<file path="config.mk">
export PLATFORM = sky130hd
export DESIGN_NAME = shb_cell
export DESIGN_NICKNAME = d
export VERILOG_FILES = /design/src/rtl/shb_pkg.sv /design/src/rtl/shb_cell.sv
export SDC_FILE = /design/constraint.sdc
export NUM_CORES = 2
export LEC_CHECK = 0
export BUFFER_PORTS_ARGS = -buffer_cell sky130_fd_sc_hd__buf_2
export CORE_AREA = 2 2 381 383
export CTS_BUF_LIST = sky130_fd_sc_hd__clkbuf_16
export CTS_CLUSTER_DIAMETER = 30
export DETAILED_ROUTE_END_ITERATION = 12
export DIE_AREA = 0 0 383 385
export GPL_ROUTABILITY_DRIVEN = 0
export HOLD_SLACK_MARGIN = 0.06
export PLACE_DENSITY = 0.5
export SETUP_SLACK_MARGIN = 0.5
export SYNTH_ARGS = -nofsm -noshare
export SYNTH_HDL_FRONTEND = slang
export SYNTH_SLANG_ARGS = --single-unit
</file>
<file path="constraint.sdc">
create_clock -name clk -period 8.7 [get_ports clk]
set_clock_uncertainty 0.05 [all_clocks]
set_input_delay 0 -clock clk [delete_from_list [all_inputs] [get_ports clk]]
set_output_delay 0 -clock clk [all_outputs]
set_load 0.005 [all_outputs]
</file>
<file path="src/rtl/shb_pkg.sv">
// Shared constants, command/status codes and channel structs for the
// size bucket histogram. No dependencies; every other file uses it.

package shb_pkg;

    // table geometry
    localparam int NUM_BUCKETS  = 64;
    localparam int SIZE_BITS    = 32;
    localparam int SEG_ENTRIES  = 8;
    localparam int NUM_CELLS    = NUM_BUCKETS / SEG_ENTRIES;
    localparam int IDX_W        = $clog2(NUM_BUCKETS);
    localparam int CNT_W        = $clog2(NUM_BUCKETS + 1);
    localparam int SEG_W        = $clog2(SEG_ENTRIES);
    localparam int CELL_W       = $clog2(NUM_CELLS);
    localparam int TOTAL_W      = 64;

    // field widths
    localparam int CMD_W        = 3;
    localparam int STATUS_W     = 3;
    localparam int GROWTH_W     = 21;
    localparam int GROWTH_FRAC  = 16;
    localparam int PROD_W       = SIZE_BITS + GROWTH_W;
    localparam int CFG_IDX_W    = 2;
    localparam int CFG_DATA_W   = 32;

    // register reset values
    localparam logic [SIZE_BITS-1:0] MIN_SIZE_RST = SIZE_BITS'(64);
    localparam logic [SIZE_BITS-1:0] MAX_SIZE_RST = SIZE_BITS'(1048576);
    localparam logic [GROWTH_W-1:0]  GROWTH_RST   = GROWTH_W'(81920);

    // register indexes
    localparam logic [CFG_IDX_W-1:0] CFG_MIN_SIZE = 2'd0;
    localparam logic [CFG_IDX_W-1:0] CFG_MAX_SIZE = 2'd1;
    localparam logic [CFG_IDX_W-1:0] CFG_GROWTH   = 2'd2;

    // commands
    localparam logic [CMD_W-1:0] CMD_ADD   = 3'd0;
    localparam logic [CMD_W-1:0] CMD_SUB   = 3'd1;
    localparam logic [CMD_W-1:0] CMD_READ  = 3'd2;
    localparam logic [CMD_W-1:0] CMD_CLEAR = 3'd3;
    localparam logic [CMD_W-1:0] CMD_BUILD = 3'd4;
    localparam logic [CMD_W-1:0] CMD_LOAD  = 3'd5;

    // result status
    localparam logic [STATUS_W-1:0] STATUS_OK    = 3'd0;
    localparam logic [STATUS_W-1:0] STATUS_EMPTY = 3'd1;
    localparam logic [STATUS_W-1:0] STATUS_ABOVE = 3'd2;
    localparam logic [STATUS_W-1:0] STATUS_TRUNC = 3'd3;
    localparam logic [STATUS_W-1:0] STATUS_INDEX = 3'd4;

    // lookup broadcast to every cell
    typedef struct packed {
        logic                 search;   // 1: first bound >= size, 0: entry at target
        logic                 sub;
        logic [SIZE_BITS-1:0] size;
        logic [IDX_W-1:0]     target;
    } shb_op_t;

    // lookup token handed from cell to cell
    typedef struct packed {
        logic                 valid;
        logic                 found;
        logic [IDX_W-1:0]     bucket;
        logic [SIZE_BITS-1:0] bound;
        logic [TOTAL_W-1:0]   total;
    } shb_token_t;

    // table write broadcast to every cell
    typedef struct packed {
        logic                 en;
        logic                 clear;
        logic [IDX_W-1:0]     addr;
        logic [SIZE_BITS-1:0] bound;
        logic [TOTAL_W-1:0]   total;
    } shb_wr_t;

endpackage

</file>
<file path="src/rtl/shb_cell.sv">
// One cell of the bucket chain: a segment of bounds and totals plus a token
// stage. Depends on shb_pkg.

module shb_cell (
    input  logic                          clk,
    input  logic                          rst_n,
    input  logic [shb_pkg::CELL_W-1:0]    pos,
    input  logic [shb_pkg::CNT_W-1:0]     count,
    input  shb_pkg::shb_op_t              op,
    input  shb_pkg::shb_wr_t              wr,
    input  shb_pkg::shb_token_t           tok_in,
    output shb_pkg::shb_token_t           tok_out
);

    logic [shb_pkg::SIZE_BITS-1:0] bound_mem [shb_pkg::SEG_ENTRIES];
    logic [shb_pkg::TOTAL_W-1:0]   total_mem [shb_pkg::SEG_ENTRIES];

    logic [shb_pkg::SEG_ENTRIES-1:0] hit;
    logic [shb_pkg::SEG_W-1:0]       sel;
    logic                            any_hit;
    logic                            take;
    logic [shb_pkg::SIZE_BITS-1:0]   sel_bound;
    logic [shb_pkg::TOTAL_W-1:0]     sel_total;
    logic [shb_pkg::TOTAL_W-1:0]     new_total;
    logic                            wr_here;
    shb_pkg::shb_token_t             tok_reg;
    shb_pkg::shb_token_t             tok_next;

    // match each entry of the segment against the lookup
    for (genvar j = 0; j < shb_pkg::SEG_ENTRIES; j++) begin : g_hit
        logic [shb_pkg::IDX_W-1:0] gidx;
        assign gidx   = {pos, shb_pkg::SEG_W'(j)};
        assign hit[j] = op.search
                      ? (({1'b0, gidx} < count) && (bound_mem[j] >= op.size))
                      : (gidx == op.target);
    end

    // pick the lowest matching entry
    always_comb
    begin
        sel     = '0;
        any_hit = 1'b0;
        for (int j = shb_pkg::SEG_ENTRIES - 1; j >= 0; j--)
        begin
            if (hit[j])
            begin
                sel     = shb_pkg::SEG_W'(j);
                any_hit = 1'b1;
            end
        end
    end

    assign sel_bound = bound_mem[sel];
    assign sel_total = total_mem[sel];
    assign new_total = op.sub ? (sel_total - shb_pkg::TOTAL_W'(op.size))
                              : (sel_total + shb_pkg::TOTAL_W'(op.size));
    assign take      = tok_in.valid && !tok_in.found && any_hit;
    assign wr_here   = wr.en && (wr.addr[shb_pkg::IDX_W-1:shb_pkg::SEG_W] == pos);

    // claim the token here or pass it on
    always_comb
    begin
        tok_next = tok_in;
        if (take)
        begin
            tok_next.found  = 1'b1;
            tok_next.bucket = {pos, sel};
            tok_next.bound  = sel_bound;
            tok_next.total  = op.search ? new_total : sel_total;
        end
    end

    always_ff @(posedge clk or negedge rst_n)
    begin
        if (!rst_n)
        begin
            tok_reg <= '0;
        end
        else
        begin
            tok_reg <= tok_next;
        end
    end

    assign tok_out = tok_reg;

    // segment storage: direct write, clear, or add/subtract on a hit
    always_ff @(posedge clk)
    begin
        for (int j = 0; j < shb_pkg::SEG_ENTRIES; j++)
        begin
            if (wr_here && (wr.addr[shb_pkg::SEG_W-1:0] == shb_pkg::SEG_W'(j)))
            begin
                bound_mem[j] <= wr.bound;
                total_mem[j] <= wr.total;
            end
            else if (wr.clear)
            begin
                total_mem[j] <= '0;
            end
            else if (take && op.search && (sel == shb_pkg::SEG_W'(j)))
            begin
                total_mem[j] <= new_total;
            end
        end
    end

endmodule

</file>
# Yosys cells after proc, flatten, opt, wreduce, memory -nomap -nowiden
# Memories as Yosys holds them, arrays and structs flattened.
# Index checks and enable logic that the tools add are counted.
[op_classes] addsub=2 magnitude_cmp=16 eq_ne=23 n_mux=129 bitwise_logic=16 n_reduce_logical=38
[ops] operator="two-way mux 64 bit" n=18
[ops] operator="greater-or-equal comparator 32 bit" n=8
[ops] operator="two-way mux 32 bit" n=7
[ops] operator="OR reduction 32 bit" n=7
[ops] operator="two-way mux 103 bit" n=1
[ops] operator="two-way mux 1 bit" n=88
[ops] operator="adder 64 x 32 -> 64 bit" n=1
[ops] operator="subtractor 64 x 32 -> 64 bit" n=1
[ops] operator="< comparator 6 x 7 -> 1 bit" n=8
[ops] operator="equality test 6 bit" n=8
[ops] operator="two-way mux 3 bit" n=15
[ops] operator="logical AND 1 bit" n=28
[ops] operator="equality test 3 bit (second input constant)" n=8
[ops] operator="OR 1 bit" n=16
[ops] operator="equality test 3 x 2 -> 1 bit (second input constant)" n=4
[ops] operator="equality test 3 x 1 -> 1 bit (second input constant)" n=2
[ops] operator="zero test 3 bit" n=2
[ops] operator="equality test 3 bit" n=1
[ops] operator="zero test 1 bit" n=1
[totals] ff_bits=104 ram_bits=768 in_bits=260 out_inout_bits=104 elab_cells=231 mem_count=2
[mem_list] memory="total_mem" depth=8 width=64 rd=1 rd_ports_with_merged_regs=0 wr=8 line="shb_cell.sv:16" rtl="logic [shb_pkg::TOTAL_W-1:0] total_mem [shb_pkg::SEG_ENTRIES];"
[mem_list] memory="bound_mem" depth=8 width=32 rd=9 rd_ports_with_merged_regs=0 wr=1 line="shb_cell.sv:15" rtl="logic [shb_pkg::SIZE_BITS-1:0] bound_mem [shb_pkg::SEG_ENTRIES];"

# Logic depth before layout (Yosys ltp)
# An unclocked memory read counts as a cell.
[depth] depth_word=20 mapped_depth=32 ltp_nobuf=28

# Worst setup path before layout
# Ideal clock, no wire load.
[synth_timing] path_type="input to register" start="in op[37] in the netlist's numbering" end="mem total_mem[5][0] in the netlist's numbering (enable)" setup_time_ps=574 arrival_time_ps=7794 t_required_ps=8076 slack_ps=282 path_stages=16 path_buffers=5 cell_sequence="inv_1 -> clkbuf_1 -> ha_1 -> a211o_1 -> a211oi_1 -> a21oi_1 -> or3_4 -> nor3_4 -> a31oi_1 -> nor2_1 -> buf_2 -> buf_2 -> buf_2 -> buf_2 -> nand2_1 -> o21ai_0"
[synth_rtl] element="start: declaration" line="shb_cell.sv:9" rtl="input shb_pkg::shb_op_t op,"
[synth_rtl] element="end: declaration" line="shb_cell.sv:16"

==> flow_summary.json <==
{
  "synth_simple_gate_area_frac": 0.115,
  "synthesis.nets": 5170,
  "min_to": "total_mem[5][52]$_DFFE_PP_",
  "crit_path_top_delay_cell": "a222oi_1",
  "wl_per_cell_um": 28.7,
  "grt_max_degree": 86,
  "finalHoldViolCount": 0,
  "synth.distinct_cells": 88,
  "detail-route-antenna-nets": 0,
  "rr_endpoint": "total_mem[2][57]$_DFFE_PP_",
  "dieArea_um2": 147000,
  "r2r_slack_ps": 780,
  "path_clk_slew_ps": 50,
  "period_needed_ps": 7920,
  "p_comb_frac": 0.242,
  "final_cells": 7473,
  "start_kind": "flip-flop",
  "synthAdderAreaFrac": 0.0821,
  "grt.total_usage": 0.283,
  "maxSlewHeadroom": 0.260,
  "synth-async-reset-ratio": 0.119,
  "die_x_um": 383,
  "cpPeakStageDelay_ps": 610,
  "synth_top_family_by_area": "compound AO/OA/AOI/OAI gates",
  "synth_area_leaders": "edfxtp_1 (46%), ha_1 (8.2%), o21ai_0 (5.7%)",
  "synth-compound-area-share": 0.181,
  "power_density_nw_per_um2": 266,
  "vias_per_cell": 5.91,
  "clkPwrFrac": 0.477,
  "root_buffer": "clkbuf_16",
  "synth.top_cell.area_share": 0.463,
  "antenna_found_initial": 22,
  "status": "complete, no violations",
  "rsz0062_at_grt": "no",
  "synth_edf_count": 768,
  "drive_above_1_share": 0.204,
  "hold_path.class": "input pin to flip-flop",
  "worst_pin_slew_ps": 1110,
  "drc_errors": 0,
  "seqPwrFrac": 0.281,
  "timing.final.crit_share": 0.910,
  "yosys.area.top_type": "edfxtp_1",
  "worstSetupPathType": "flip-flop to flip-flop",
  "placed_cells": 6641,
  "first_global_vias": 43000,
  "stdcell_area_um2": 65900,
  "drtIter0Drc": 5378,
  "placed_area_um2": 54100,
  "drtPass1Iterations": 8,
  "path_buf_inv": 4,
  "final_nets": 5942,
  "grt_pass1_wl_um": 305000,
  "dieHeight_um": 385,
  "total_leakage_power_uw": 0.0265,
  "num_vias": 44200,
  "clock_path_buffers": 3,
  "p_sw_uw": 5610,
  "cts_buffers": 224,
  "coreArea_um2": 143000,
  "required_ps": 9220,
  "setup_viol": 0,
  "synth.ff_latch_count": 872,
  "cp_top_family": "compound AO/OA/AOI/OAI gates",
  "dpl.hpwl_um": 135000,
  "maxSlewViolCount": 0,
  "yosysSeqAreaShare": 0.516,
  "final_common_cell": "edfxtp_1",
  "synthXorXnorAreaFrac": 0.0167,
  "end_kind": "flip-flop",
  "p_int_uw": 11900,
  "yosys_warnings": 0,
  "synth_area_um2": 49800,
  "grt.overflow.total": 0,
  "drt-total-wl_um": 214000,
  "synth-main-ff-cell": "edfxtp_1",
  "reg2regPathDepth": 27,
  "clock-sinks": 872,
  "syn_inst": 4584,
  "clock_latency_ps": 860,
  "start_util": 0.348,
  "fmax_mhz": 126,
  "maxCapViolCount": 0,
  "cts_tree": "built",
  "rr_startpoint": "bound_mem[2][25]$_DFFE_PP_",
  "critPathMostFrequentCell": "buf_4",
  "cp_max_fo": 27,
  "area_growth_pct": 32.5,
  "crit_arrival_ps": 8430,
  "tns_ps": 0,
  "io_pins": 364,
  "layout_common_cells": "edfxtp_1 (768), o21ai_0 (562), nand3_1 (503), dlygate4sd3_1 (381), buf_2 (362)",
  "port_buffers": 363,
  "vdd.ir_drop.worst_mv": 0.208,
  "num_rows": 139,
  "hold_depth": 4,
  "p_sw_frac": 0.320,
  "hp-start": "wr[52]",
  "htreeDepth": 4,
  "syn_avg_cell_area_um2": 10.9,
  "synthMuxAreaShare": 0.0513
}
## layer usage
| layer | global-route usage | wire length, um | vias up |
|---|---|---|---|
| met2 | 0.456 | 99300 | 2381 |
| met3 | 0.0554 | 18500 | 440 |
| li1 | - | - | 19500 |
| met4 | 0.124 | 9360 | 12 |
| met5 | 0 | 79 | - |
| met1 | 0.370 | 86900 | 21800 |
## cell families after synthesis
kind of cell / count (synthesis)
AOI/OAI and AO/OA: 1395
DFF: 872
xor gates and xnor gates: 95
buffers and inverters: 472
and+or+nand+nor: 1186
adders and majority gates: 326
muxes: 238
## state kept, by name, summed over array words and instances (netlist names)
signal / cells
total_mem: 512
bound_mem: 256
tok_out: 104
## repair_timing
| action | in CTS | in global routing |
|---|---|---|
| pin swaps | 1 | 8 |
| endpoints found under the hold margin | 1063 | 0 |
| setup endpoints to repair | 108 | 126 |
| hold buffers | 382 | 0 |
| resized for setup | 10 | 19 |
| buffers inserted | 2 | 8 |
## through the flow
step                utilization  worst slack (ps)  hold slack [ps]  power, uW
floorplan                     -              1820             -346       7210
global placement          0.378             -57.2             53.9       8960
detailed placement        0.378              -117             57.4       8970
CTS                       0.459               521             61.2      17500
global route              0.460               478              102      18100
finish                    0.461               783             87.4      17500
## tightest hold or removal path, stage by stage
cell,delay (ps)
dlygate4sd3_1,540
buf_2,190
nand3_1,80
o21ai_0,70
## power groups by stage
stage | sequential (uW) | combinational (uW) | clock [uW]
final | 4920 | 4250 | 8360
after floorplan | 4980 | 2230 | 0
after global routing | 4940 | 4520 | 8650
after CTS | 4920 | 4160 | 8420
after detailed placement | 4990 | 3980 | 0
after global placement | 4990 | 3970 | 0
## worst max-delay path by stage
| stage | start | to | slack, ps | depth (start not counted) |
|---|---|---|---|---|
| after global placement | op[20] | total_mem[1][53]$_DFFE_PP_ | -60 | 27 |
| after global routing | bound_mem[1][0]$_DFFE_PP_ | total_mem[7][56]$_DFFE_PP_ | 480 | 33 |
| after floorplan | op[37] | total_mem[0][57]$_DFFE_PP_ | 1820 | 28 |
| after CTS | bound_mem[1][0]$_DFFE_PP_ | total_mem[1][62]$_DFFE_PP_ | 520 | 33 |
| final | bound_mem[2][25]$_DFFE_PP_ | total_mem[2][57]$_DFFE_PP_ | 780 | 27 |
| after detailed placement | bound_mem[1][0]$_DFFE_PP_ | total_mem[4][53]$_DFFE_PP_ | -120 | 26 |
## Yosys cell counts (6+ instances only)
| master | instances |
|---|---|
| o21a_1 | 14 |
| or3_1 | 10 |
| o211ai_1 | 39 |
| nand2_1 | 280 |
| o31ai_1 | 6 |
| xnor2_1 | 67 |
| o21ai_0 | 567 |
| nand3_1 | 504 |
| inv_1 | 83 |
| xor2_1 | 28 |
| buf_1 | 41 |
| a41o_1 | 18 |
| a41oi_1 | 10 |
| and3_1 | 13 |
| a31oi_1 | 24 |
| a21boi_0 | 13 |
| a221o_1 | 35 |
| a21oi_1 | 196 |
| and2_1 | 24 |
| a221oi_1 | 39 |
| mux2i_1 | 102 |
| a21o_1 | 94 |
| nand2b_1 | 18 |
| a22oi_1 | 37 |
| clkbuf_1 | 254 |
| mux2_2 | 136 |
| nor3_1 | 41 |
| nor2_1 | 175 |
| o21bai_1 | 10 |
| edfxtp_1 | 768 |
| a211oi_1 | 32 |
| buf_4 | 11 |
| nand4_1 | 53 |
| o21ai_1 | 72 |
| ha_1 | 325 |
| buf_2 | 79 |
| dfrtp_1 | 104 |
| nor2b_1 | 18 |
| a222oi_1 | 125 |
| and4_1 | 13 |
| nor4_1 | 12 |
## final cells by class
type / count / area [um2]
well taps: 1903 / 2380
repair buffers: 934 / 7250
multi-input cells: 3240 / 22500
diodes: 14 / 35.0
inverters: 84 / 315
clock inverters: 197 / 2020
clock buffers: 229 / 5730
flip-flops and latches: 872 / 25700
fillers: 13100 / 77200
Note: power is estimated with default switching activity, not from simulation.
