### src/rtl/shb_pkg.sv
// Shared constants, command/status codes and channel structs for the
// size bucket histogram. No dependencies; every other file uses it.

package shb_pkg;

    // table geometry
    localparam int NUM_BUCKETS  = 64;
    localparam int SIZE_BITS    = 32;
    localparam int SEG_ENTRIES  = 8;
    localparam int NUM_CELLS    = NUM_BUCKETS / SEG_ENTRIES;
    localparam int IDX_W        = $clog2(NUM_BUCKETS);
    localparam int CNT_W        = $clog2(NUM_BUCKETS + 1);
    localparam int SEG_W        = $clog2(SEG_ENTRIES);
    localparam int CELL_W       = $clog2(NUM_CELLS);
    localparam int TOTAL_W      = 64;

    // field widths
    localparam int CMD_W        = 3;
    localparam int STATUS_W     = 3;
    localparam int GROWTH_W     = 21;
    localparam int GROWTH_FRAC  = 16;
    localparam int PROD_W       = SIZE_BITS + GROWTH_W;
    localparam int CFG_IDX_W    = 2;
    localparam int CFG_DATA_W   = 32;

    // register reset values
    localparam logic [SIZE_BITS-1:0] MIN_SIZE_RST = SIZE_BITS'(64);
    localparam logic [SIZE_BITS-1:0] MAX_SIZE_RST = SIZE_BITS'(1048576);
    localparam logic [GROWTH_W-1:0]  GROWTH_RST   = GROWTH_W'(81920);

    // register indexes
    localparam logic [CFG_IDX_W-1:0] CFG_MIN_SIZE = 2'd0;
    localparam logic [CFG_IDX_W-1:0] CFG_MAX_SIZE = 2'd1;
    localparam logic [CFG_IDX_W-1:0] CFG_GROWTH   = 2'd2;

    // commands
    localparam logic [CMD_W-1:0] CMD_ADD   = 3'd0;
    localparam logic [CMD_W-1:0] CMD_SUB   = 3'd1;
    localparam logic [CMD_W-1:0] CMD_READ  = 3'd2;
    localparam logic [CMD_W-1:0] CMD_CLEAR = 3'd3;
    localparam logic [CMD_W-1:0] CMD_BUILD = 3'd4;
    localparam logic [CMD_W-1:0] CMD_LOAD  = 3'd5;

    // result status
    localparam logic [STATUS_W-1:0] STATUS_OK    = 3'd0;
    localparam logic [STATUS_W-1:0] STATUS_EMPTY = 3'd1;
    localparam logic [STATUS_W-1:0] STATUS_ABOVE = 3'd2;
    localparam logic [STATUS_W-1:0] STATUS_TRUNC = 3'd3;
    localparam logic [STATUS_W-1:0] STATUS_INDEX = 3'd4;

    // lookup broadcast to every cell
    typedef struct packed {
        logic                 search;   // 1: first bound >= size, 0: entry at target
        logic                 sub;
        logic [SIZE_BITS-1:0] size;
        logic [IDX_W-1:0]     target;
    } shb_op_t;

    // lookup token handed from cell to cell
    typedef struct packed {
        logic                 valid;
        logic                 found;
        logic [IDX_W-1:0]     bucket;
        logic [SIZE_BITS-1:0] bound;
        logic [TOTAL_W-1:0]   total;
    } shb_token_t;

    // table write broadcast to every cell
    typedef struct packed {
        logic                 en;
        logic                 clear;
        logic [IDX_W-1:0]     addr;
        logic [SIZE_BITS-1:0] bound;
        logic [TOTAL_W-1:0]   total;
    } shb_wr_t;

endpackage

### src/rtl/shb_ifs.sv
// Command and result channel interfaces of the size bucket histogram.
// Depends on shb_pkg for field widths.

interface shb_req_if;
    logic                           valid;
    logic                           ready;
    logic [shb_pkg::CMD_W-1:0]      cmd;
    logic [shb_pkg::SIZE_BITS-1:0]  size;
    logic [shb_pkg::IDX_W-1:0]      index;
    logic [shb_pkg::SIZE_BITS-1:0]  entry_bound;
    logic [shb_pkg::TOTAL_W-1:0]    entry_total;

    modport source (output valid, cmd, size, index, entry_bound, entry_total,
                    input ready);
    modport sink   (input valid, cmd, size, index, entry_bound, entry_total,
                    output ready);
endinterface

interface shb_rsp_if;
    logic                           valid;
    logic                           ready;
    logic [shb_pkg::STATUS_W-1:0]   status;
    logic [shb_pkg::IDX_W-1:0]      bucket;
    logic [shb_pkg::SIZE_BITS-1:0]  bound;
    logic [shb_pkg::TOTAL_W-1:0]    total;
    logic [shb_pkg::CNT_W-1:0]      bucket_count;

    modport source (output valid, status, bucket, bound, total, bucket_count,
                    input ready);
    modport sink   (input valid, status, bucket, bound, total, bucket_count,
                    output ready);
endinterface

### src/rtl/shb_ctrl.sv
// Command sequencer of the size bucket histogram: handshakes, registers,
// geometric build, chain launch and result register. Depends on shb_pkg, shb_ifs.

module shb_ctrl (
    input  logic                              clk,
    input  logic                              rst_n,
    input  logic                              cfg_wr_en,
    input  logic [shb_pkg::CFG_IDX_W-1:0]     cfg_index,
    input  logic [shb_pkg::CFG_DATA_W-1:0]    cfg_data,
    shb_req_if.sink                           req,
    shb_rsp_if.source                         rsp,
    output logic [shb_pkg::CNT_W-1:0]         count,
    output shb_pkg::shb_op_t                  op,
    output shb_pkg::shb_wr_t                  wr,
    output shb_pkg::shb_token_t               launch,
    input  shb_pkg::shb_token_t               chain_out
);

    localparam logic [2:0] S_IDLE   = 3'd0;
    localparam logic [2:0] S_SEARCH = 3'd1;
    localparam logic [2:0] S_BUILD  = 3'd2;
    localparam logic [2:0] S_GROW   = 3'd3;
    localparam logic [2:0] S_EMIT   = 3'd4;

    localparam logic [shb_pkg::IDX_W-1:0] LAST_SLOT =
        shb_pkg::IDX_W'(shb_pkg::NUM_BUCKETS - 1);

    logic [2:0]                      state_reg, state_next;
    logic [shb_pkg::CNT_W-1:0]       count_reg, count_next;
    logic [shb_pkg::SIZE_BITS-1:0]   min_reg, max_reg;
    logic [shb_pkg::GROWTH_W-1:0]    growth_reg;
    logic                            launch_reg, launch_next;
    logic                            search_reg, search_next;
    logic                            sub_reg, sub_next;
    logic [shb_pkg::SIZE_BITS-1:0]   size_reg, size_next;
    logic [shb_pkg::IDX_W-1:0]       target_reg, target_next;
    logic [shb_pkg::SIZE_BITS-1:0]   cur_reg, cur_next;
    logic [shb_pkg::IDX_W-1:0]       n_reg, n_next;
    logic [shb_pkg::PROD_W-1:0]      prod_reg, prod_next;
    logic [shb_pkg::STATUS_W-1:0]    res_status_reg, res_status_next;
    logic [shb_pkg::IDX_W-1:0]       res_bucket_reg, res_bucket_next;
    logic [shb_pkg::SIZE_BITS-1:0]   res_bound_reg, res_bound_next;
    logic [shb_pkg::TOTAL_W-1:0]     res_total_reg, res_total_next;
    logic                            out_valid_reg, out_valid_next;
    logic [shb_pkg::STATUS_W-1:0]    out_status_reg;
    logic [shb_pkg::IDX_W-1:0]       out_bucket_reg;
    logic [shb_pkg::SIZE_BITS-1:0]   out_bound_reg;
    logic [shb_pkg::TOTAL_W-1:0]     out_total_reg;
    logic [shb_pkg::CNT_W-1:0]       out_count_reg;
    logic                            accept;
    logic                            out_free;
    logic                            out_load;
    logic                            grow_sat;
    logic [shb_pkg::SIZE_BITS-1:0]   grow_val;

    assign accept   = req.valid && req.ready;
    assign out_free = !out_valid_reg || rsp.ready;
    assign out_load = (state_reg == S_EMIT) && out_free;
    assign req.ready = (state_reg == S_IDLE);

    // truncate the Q37.16 product; anything past the size width saturates
    assign grow_sat = |prod_reg[shb_pkg::PROD_W-1:shb_pkg::GROWTH_FRAC+shb_pkg::SIZE_BITS];
    assign grow_val = prod_reg[shb_pkg::GROWTH_FRAC +: shb_pkg::SIZE_BITS];

    // sequence commands
    always_comb
    begin
        state_next      = state_reg;
        count_next      = count_reg;
        launch_next     = 1'b0;
        search_next     = search_reg;
        sub_next        = sub_reg;
        size_next       = size_reg;
        target_next     = target_reg;
        cur_next        = cur_reg;
        n_next          = n_reg;
        prod_next       = prod_reg;
        res_status_next = res_status_reg;
        res_bucket_next = res_bucket_reg;
        res_bound_next  = res_bound_reg;
        res_total_next  = res_total_reg;
        wr              = '0;

        case (state_reg)
            S_IDLE:
            begin
                if (accept)
                begin
                    size_next       = req.size;
                    sub_next        = (req.cmd == shb_pkg::CMD_SUB);
                    res_status_next = shb_pkg::STATUS_OK;
                    res_bucket_next = '0;
                    res_bound_next  = '0;
                    res_total_next  = '0;
                    state_next      = S_EMIT;
                    case (req.cmd)
                        shb_pkg::CMD_ADD, shb_pkg::CMD_SUB:
                        begin
                            if (count_reg == '0)
                            begin
                                res_status_next = shb_pkg::STATUS_EMPTY;
                            end
                            else
                            begin
                                search_next = 1'b1;
                                launch_next = 1'b1;
                                state_next  = S_SEARCH;
                            end
                        end
                        shb_pkg::CMD_READ:
                        begin
                            if ({1'b0, req.index} >= count_reg)
                            begin
                                res_status_next = shb_pkg::STATUS_INDEX;
                                res_bucket_next = req.index;
                            end
                            else
                            begin
                                search_next = 1'b0;
                                target_next = req.index;
                                launch_next = 1'b1;
                                state_next  = S_SEARCH;
                            end
                        end
                        shb_pkg::CMD_CLEAR:
                        begin
                            wr.clear = 1'b1;
                        end
                        shb_pkg::CMD_BUILD:
                        begin
                            cur_next   = min_reg;
                            n_next     = '0;
                            state_next = S_BUILD;
                        end
                        shb_pkg::CMD_LOAD:
                        begin
                            if ({1'b0, req.index} > count_reg)
                            begin
                                res_status_next = shb_pkg::STATUS_INDEX;
                                res_bucket_next = req.index;
                            end
                            else
                            begin
                                wr.en           = 1'b1;
                                wr.addr         = req.index;
                                wr.bound        = req.entry_bound;
                                wr.total        = req.entry_total;
                                count_next      = {1'b0, req.index} + shb_pkg::CNT_W'(1);
                                res_bucket_next = req.index;
                                res_bound_next  = req.entry_bound;
                                res_total_next  = req.entry_total;
                            end
                        end
                        default:
                        begin
                            res_status_next = shb_pkg::STATUS_OK;
                        end
                    endcase
                end
            end
            S_SEARCH:
            begin
                if (chain_out.valid)
                begin
                    if (chain_out.found)
                    begin
                        res_bucket_next = chain_out.bucket;
                        res_bound_next  = chain_out.bound;
                        res_total_next  = chain_out.total;
                        state_next      = S_EMIT;
                    end
                    else
                    begin
                        // size beyond the last bound: report the last bucket
                        res_status_next = shb_pkg::STATUS_ABOVE;
                        search_next     = 1'b0;
                        target_next     = shb_pkg::IDX_W'(count_reg - shb_pkg::CNT_W'(1));
                        launch_next     = 1'b1;
                    end
                end
            end
            S_BUILD:
            begin
                if ((cur_reg < max_reg) && (n_reg < LAST_SLOT))
                begin
                    wr.en      = 1'b1;
                    wr.addr    = n_reg;
                    wr.bound   = cur_reg;
                    n_next     = n_reg + shb_pkg::IDX_W'(1);
                    prod_next  = shb_pkg::PROD_W'(cur_reg) * shb_pkg::PROD_W'(growth_reg);
                    state_next = S_GROW;
                end
                else
                begin
                    wr.en           = 1'b1;
                    wr.addr         = n_reg;
                    wr.bound        = max_reg;
                    count_next      = shb_pkg::CNT_W'(n_reg) + shb_pkg::CNT_W'(1);
                    res_status_next = (cur_reg < max_reg) ? shb_pkg::STATUS_TRUNC
                                                          : shb_pkg::STATUS_OK;
                    state_next      = S_EMIT;
                end
            end
            S_GROW:
            begin
                cur_next   = grow_sat ? max_reg : grow_val;
                state_next = S_BUILD;
            end
            S_EMIT:
            begin
                if (out_free)
                begin
                    state_next = S_IDLE;
                end
            end
            default:
            begin
                state_next = S_IDLE;
            end
        endcase
    end

    // result register valid
    always_comb
    begin
        out_valid_next = out_valid_reg;
        if (out_load)
        begin
            out_valid_next = 1'b1;
        end
        else if (rsp.ready)
        begin
            out_valid_next = 1'b0;
        end
    end

    // control state and configuration
    always_ff @(posedge clk or negedge rst_n)
    begin
        if (!rst_n)
        begin
            state_reg     <= S_IDLE;
            count_reg     <= '0;
            launch_reg    <= 1'b0;
            out_valid_reg <= 1'b0;
            min_reg       <= shb_pkg::MIN_SIZE_RST;
            max_reg       <= shb_pkg::MAX_SIZE_RST;
            growth_reg    <= shb_pkg::GROWTH_RST;
        end
        else
        begin
            state_reg     <= state_next;
            count_reg     <= count_next;
            launch_reg    <= launch_next;
            out_valid_reg <= out_valid_next;
            if (cfg_wr_en)
            begin
                case (cfg_index)
                    shb_pkg::CFG_MIN_SIZE: min_reg    <= cfg_data[shb_pkg::SIZE_BITS-1:0];
                    shb_pkg::CFG_MAX_SIZE: max_reg    <= cfg_data[shb_pkg::SIZE_BITS-1:0];
                    shb_pkg::CFG_GROWTH:   growth_reg <= cfg_data[shb_pkg::GROWTH_W-1:0];
                    default:               ;
                endcase
            end
        end
    end

    // working payload
    always_ff @(posedge clk)
    begin
        search_reg     <= search_next;
        sub_reg        <= sub_next;
        size_reg       <= size_next;
        target_reg     <= target_next;
        cur_reg        <= cur_next;
        n_reg          <= n_next;
        prod_reg       <= prod_next;
        res_status_reg <= res_status_next;
        res_bucket_reg <= res_bucket_next;
        res_bound_reg  <= res_bound_next;
        res_total_reg  <= res_total_next;
        if (out_load)
        begin
            out_status_reg <= res_status_reg;
            out_bucket_reg <= res_bucket_reg;
            out_bound_reg  <= res_bound_reg;
            out_total_reg  <= res_total_reg;
            out_count_reg  <= count_reg;
        end
    end

    // drive the chain head and broadcasts
    always_comb
    begin
        launch        = '0;
        launch.valid  = launch_reg;
        op.search     = search_reg;
        op.sub        = sub_reg;
        op.size       = size_reg;
        op.target     = target_reg;
    end

    assign count            = count_reg;
    assign rsp.valid        = out_valid_reg;
    assign rsp.status       = out_status_reg;
    assign rsp.bucket       = out_bucket_reg;
    assign rsp.bound        = out_bound_reg;
    assign rsp.total        = out_total_reg;
    assign rsp.bucket_count = out_count_reg;

endmodule

### src/flat_wrapper.sv
// flat-port wrapper written by rule: the top's interface ports become plain ports
module shb_ctrl_flat 
  (clk, rst_n, cfg_wr_en, cfg_index, cfg_data, count, op, wr, launch, chain_out, req_valid, req_cmd, req_size, req_index, req_entry_bound, req_entry_total, req_ready, rsp_valid, rsp_status, rsp_bucket, rsp_bound, rsp_total, rsp_bucket_count, rsp_ready);
  shb_req_if req_i ();
  shb_rsp_if rsp_i ();
  input  logic clk;
  input  logic rst_n;
  input  logic cfg_wr_en;
  input  logic [shb_pkg::CFG_IDX_W-1:0] cfg_index;
  input  logic [shb_pkg::CFG_DATA_W-1:0] cfg_data;
  output logic [shb_pkg::CNT_W-1:0] count;
  output shb_pkg::shb_op_t op;
  output shb_pkg::shb_wr_t wr;
  output shb_pkg::shb_token_t launch;
  input  shb_pkg::shb_token_t chain_out;
  input wire logic [$bits(req_i.valid)-1:0] req_valid;
  input wire logic [$bits(req_i.cmd)-1:0] req_cmd;
  input wire logic [$bits(req_i.size)-1:0] req_size;
  input wire logic [$bits(req_i.index)-1:0] req_index;
  input wire logic [$bits(req_i.entry_bound)-1:0] req_entry_bound;
  input wire logic [$bits(req_i.entry_total)-1:0] req_entry_total;
  output wire logic [$bits(req_i.ready)-1:0] req_ready;
  output wire logic [$bits(rsp_i.valid)-1:0] rsp_valid;
  output wire logic [$bits(rsp_i.status)-1:0] rsp_status;
  output wire logic [$bits(rsp_i.bucket)-1:0] rsp_bucket;
  output wire logic [$bits(rsp_i.bound)-1:0] rsp_bound;
  output wire logic [$bits(rsp_i.total)-1:0] rsp_total;
  output wire logic [$bits(rsp_i.bucket_count)-1:0] rsp_bucket_count;
  input wire logic [$bits(rsp_i.ready)-1:0] rsp_ready;
  assign req_i.valid = req_valid;
  assign req_i.cmd = req_cmd;
  assign req_i.size = req_size;
  assign req_i.index = req_index;
  assign req_i.entry_bound = req_entry_bound;
  assign req_i.entry_total = req_entry_total;
  assign req_ready = req_i.ready;
  assign rsp_valid = rsp_i.valid;
  assign rsp_status = rsp_i.status;
  assign rsp_bucket = rsp_i.bucket;
  assign rsp_bound = rsp_i.bound;
  assign rsp_total = rsp_i.total;
  assign rsp_bucket_count = rsp_i.bucket_count;
  assign rsp_i.ready = rsp_ready;
  shb_ctrl u_core (.clk(clk), .rst_n(rst_n), .cfg_wr_en(cfg_wr_en), .cfg_index(cfg_index), .cfg_data(cfg_data), .req(req_i), .rsp(rsp_i), .count(count), .op(op), .wr(wr), .launch(launch), .chain_out(chain_out));
endmodule
### config.mk
export PLATFORM = sky130hd
export DESIGN_NAME = shb_ctrl_flat
export DESIGN_NICKNAME = d
export VERILOG_FILES = /design/src/rtl/shb_pkg.sv /design/src/rtl/shb_ifs.sv /design/src/rtl/shb_ctrl.sv /design/src/flat_wrapper.sv
export SDC_FILE = /design/constraint.sdc
export NUM_CORES = 2
export LEC_CHECK = 0
export BUFFER_PORTS_ARGS = -buffer_cell sky130_fd_sc_hd__buf_2
export CORE_ASPECT_RATIO = 0.5
export CORE_MARGIN = 5
export CORE_UTILIZATION = 60
export CTS_CLUSTER_SIZE = 10
export DETAILED_ROUTE_END_ITERATION = 8
export PLACE_DENSITY = 0.84
export SYNTH_ARGS = -nofsm -noshare
export SYNTH_HDL_FRONTEND = slang
export SYNTH_SLANG_ARGS = --single-unit
### constraint.sdc
create_clock -name clk -period 13.7 [get_ports clk]
set_input_delay 1.37 -clock clk [delete_from_list [all_inputs] [get_ports clk]]
set_output_delay 1.37 -clock clk [all_outputs]
set_load 0.005 [all_outputs]
== After elaboration in Yosys (flattened, before gate mapping) ==
Cells that the tools add are included.
W data, S select, Z words.
Word-level totals
  register bits after elaboration: 445
  input port bits: 280
  output and inout bits: 369
  word-level logic and storage cells: 170
Operators by class
  add/subtract/negate cells: 4
  multipliers: 1
  $lt $le $gt $ge: 4
  eq/ne operators: 26
  muxes and demuxes: 83
  reductions and logical operators: 29
Operator list (count)
  $mux W64: 6
  $mux W32: 9
  $mux W102: 2
  $pmux W32 S2: 2
  $pmux W64 S2: 1
  $mux W104: 1
  $pmux W38 S2: 1
  $mux W6: 12
  $mul A32 B21 Y53: 1
  $pmux W6 S2: 4
  $mux W3: 13
  $lt A32 B32 Y1: 1
  $mux W7: 4
  $pmux W3 S3: 3
  $ne A2 B2 Y1 const B: 10
  $mux W1: 17
  $pmux W3 S5: 1
  $add A6 B1 Y7 const B: 2
  $pmux W7 S2: 1
  $eq A3 B2 Y1 const B: 4
  $reduce_and A4 Y1: 3
  $pmux W1 S2: 5
  $reduce_and A2 Y1: 5
  $reduce_and A5 Y1: 2
  other kinds (25): 37

== Depth between registers and ports, before layout ==
  depth after elaboration: 5
  gate-level depth with buffers: 26
  depth with buffers taken out: 25

== Worst setup path after synthesis ==
Ideal clock, no wire load.
  path kind: in2reg
  start: input req_valid
  end: register u_core.res_bound_reg[0] (netlist name) (enable)
  library setup time: 690 ps
  arrival: 8582 ps
  data required time: 13010 ps
  slack: 4428 ps
  cell stages on the path: 4
  buffers on the path: 0
  cell sequence: inv_1 > o21ai_0 > o21bai_1 > nor3_1
On the way
  longest elaborated chain between the ends: 3
Ends and longest elaborated chain
  from (decl): RTL line flat_wrapper.sv:16  | input wire logic [$bits(req_i.valid)-1:0] req_valid;
  $logic_and A1 B1 Y1: RTL line shb_ctrl.sv:56  | assign accept = req.valid && req.ready;
  $ne A2 B2 Y1 (no source line)
  $reduce_and A4 Y1 (no source line)
  to (signal assigned): RTL line shb_ctrl.sv:280  | res_bound_reg <= res_bound_next;
  to (decl): RTL line shb_ctrl.sv:42  | logic [shb_pkg::SIZE_BITS-1:0] res_bound_reg, res_bound_next;
No other way between the ends.
A chain may end at the register's enable or synchronous reset.

== Final worst setup path ==
  start: register u_core.cur_reg[14] (netlist name)
  end: register u_core.prod_reg[51] (netlist name), data pin
On the way
  longest elaborated chain between the ends: 1
Ends and longest elaborated chain
  from (decl): RTL line shb_ctrl.sv:37  | logic [shb_pkg::SIZE_BITS-1:0] cur_reg, cur_next;
  from (signal assigned): RTL line shb_ctrl.sv:275  | cur_reg <= cur_next;
  $mul A32 B21 Y53: RTL line shb_ctrl.sv:190  | prod_next = shb_pkg::PROD_W'(cur_reg) * shb_pkg::PROD_W'(growth_reg);
  to (signal assigned): RTL line shb_ctrl.sv:277  | prod_reg <= prod_next;
  to (decl): RTL line shb_ctrl.sv:39  | logic [shb_pkg::PROD_W-1:0] prod_reg, prod_next;
No other way between the ends.

==> metrics <==
status completed; Starting DRT DRC Count around 3100; final hold vios 0; DRC viols 0; CP max FO 23; top cell type by total area after synthesis fa_1; GRT Util Overall a little over a third; final setup fails 0; Slew Limit Fails 0; CTS tree done; setup repair bufs after CTS 0; Die X-Extent ~380 µm; CP Cell Sequence nand2_1 > fa_1 > fa_1 > fa_1 > inv_1 > fa_1 > fa_1 > fa_1 > inv_1 > fa_1 > inv_1 > ha_1 > a21oi_1 > o21ai_0 > a21oi_1 > o21bai_1 > a221oi_1 > a31oi_1 > o41ai_4 > a2bb2oi_1 > a21oi_1; adder-cell share of the synthesized area between 30% and 40%; Min-Delay Path Depth 0; gp weighted congestion ~1.1; CP most frequent cell fa_1; Synth area leaders fa_1, edfxtp_1, and2_1; IO Pins about 650; MaxCap Viol Count 0; antenna-violating nets left 0; register area share after synthesis just over 30%; mapped cell area 0.0400 mm²; Synth Area in XOR/XNOR 1.05%; cell with the most instances after synthesis inv_1; nets@finish between 5000 and 6000; FF-to-FF End u_core.prod_reg[51]; FMAX approximately 120 MHz; hold buffer count at cts 0; post-synthesis register bit count 429; H-tree depth 2; top post-synthesis cells by count inv_1, fa_1, and2_1, nand2_1, edfxtp_1; clk slew on worst S/H paths approximately 0.07 ns; largest family of logic cells by synthesized area adder cells; Critical Path Start Type flip-flop; Vias 29900; hold path startpoint u_core.res_total_reg[11]; Hold WC Path Type flip-flop to flip-flop; Syn-to-layout area delta 11.4%; CP Capture Type flip-flop; Avg Cell Area, Syn between 10 and 15 µm²; skew final slightly below 0.04 ns; # port buffers around 550; total CTS buffers between 40 and 50; initial core utilization around three fifths; DRT Pass-1 Iters 6; DR WL/cell 24.8 µm; RSZ-0062 raised after global routing false; HPWL Detailed roughly 96000 µm; Via density between 5 and 6; YS warnings 0; Critical Path AT about 8.4 ns; Post-Synthesis Cells between 3000 and 4000; r2r setup slk between 5 and 6 ns; slowest cell on the critical path edfxtp_1; top_reg_cell synth edfxtp_1; final worst path period share about three fifths; FP Rows 66; FF-to-FF path depth 21; share of the synthesized area in the top cell type 28.3%; max incr delay on CP 1.20 ns; layout cell share with drive strength beyond 1 roughly 18%; DIE HEIGHT 193 µm; clock sinks between 400 and 500; simple-gate share of the synthesized area approximately an eighth; Root Buffer clkbuf_16; setup tns final 0 ns; Synth cell types 70; vias in the first global route between 30000 and 40000; first-pass GRT wire length approximately 190000 µm; Worst Max-Slew Pin Slew 1.36 ns; Setup CP Type flip-flop to flip-flop; Final Critical Period 8.02 ns; FF-to-FF Start u_core.cur_reg[14]; Worst Path Required ~14 ns; slew margin rel. under 10%; mux share of post-synthesis cell area 3.49%; CORE AREA approximately 0.065 mm²; compound-gate portion of the synthesized area between 6 and 7%; die area about 0.072 mm²; Post-CTS Resized 0; WL final about 130000 µm; asr flop ratio synth a little under a quarter; maximum clock path buffer count 3; GRT overflow 0; initial antenna violation count 13; Clock Latency Late Sink 0.60 ns; EDFF count, synth between 300 and 400; largest net degree at the start of global routing just under 100; Worst Hold End u_core.rsp.total[11]
[per-stage QoR]
stage	instances	instance area (µm²)	hold slack [ns]	setup WS (ns)	utilization [%]
after CTS	5097	44600	0.416	5.87	68.1
after detailed placement	5015	43200	0.405	5.82	65.9
after global placement	5015	43200	0.400	6.05	65.9
after global routing	5105	44600	0.419	5.46	68.1
after floorplan	3829	40400	0.400	4.43	-
final	5108	44600	0.415	5.68	68.1
[worst max path at each step]
stage	from	end	slack (ns)	cells past startpoint
floorplan	req_valid	u_core.res_bound_reg[0]	4.43	4
global placement	u_core.cur_reg[8]	u_core.prod_reg[51]	6.05	24
detailed placement	u_core.cur_reg[8]	u_core.prod_reg[51]	5.82	24
CTS	u_core.cur_reg[8]	u_core.prod_reg[51]	5.87	24
global route	u_core.cur_reg[8]	u_core.prod_reg[51]	5.46	24
finish	u_core.cur_reg[14]	u_core.prod_reg[51]	5.68	21
[critical path, delay by kind of cell (launching register included)]
kind            cells  cell delay (ns)
compound gates      9             2.27
fa+ha+maj           8             3.92
buf+inv             3             0.14
flops               1             1.20
simple gates        1             0.21
[per-layer routing]
layer | wire length (µm) | global-route usage (%)
met4 | 5960 | 14.4
met3 | 17400 | 12.0
met1 | 45200 | 44.4
met5 | 25 | 0
met2 | 58200 | 55.4
[final cells by class]
type	count	area, µm²
Multi-Input combinational cell	2422	23900
Clock buffer	77	1340
Timing Repair Buffer	604	3170
Sequential cell	429	12400
Inverter	676	2540
Tap cell	884	1110
Antenna cell	11	27.5
Clock inverter	5	68.8
Fill cell	4777	20900
[cells in the final DEF (no fill, tap or decap), types with 5 or more instances in the layout]
cell type    n
a21oi_1     67
xnor2_1     25
o31ai_1      5
buf_2      544
diode_2     11
nand3_1     25
o21bai_1    12
nand2_1    424
nor3_1       6
edfxtp_1   332
inv_1      675
buf_4       60
and2_1     447
a21o_1      32
mux2_2      85
conb_1     103
a22o_1     102
clkbuf_1    27
o21ai_0     68
ha_1       200
a211oi_1     7
and3_1       7
clkbuf_16   49
a221o_1     32
dfrtp_1     93
nand4_1     11
nand2b_1     7
fa_1       566
xor2_1      23
o21a_1       8
nor2_1      34
mux2i_1     41
nor2b_1      6
[cell families after synthesis]
| group | after synthesis |
|---|---|
| adder cells (fa/ha/maj) | 766 |
| XOR/XNOR | 48 |
| AO/OA/AOI/OAI | 379 |
| buffers and inverters | 978 |
| other | 1 |
| AND/OR/NAND/NOR | 998 |
| flip-flops | 429 |
| multiplexers | 128 |
Power is left out: the tool's default activity adds up to more than one toggle a clock period on the data nets, which glitch-free logic cannot reach.
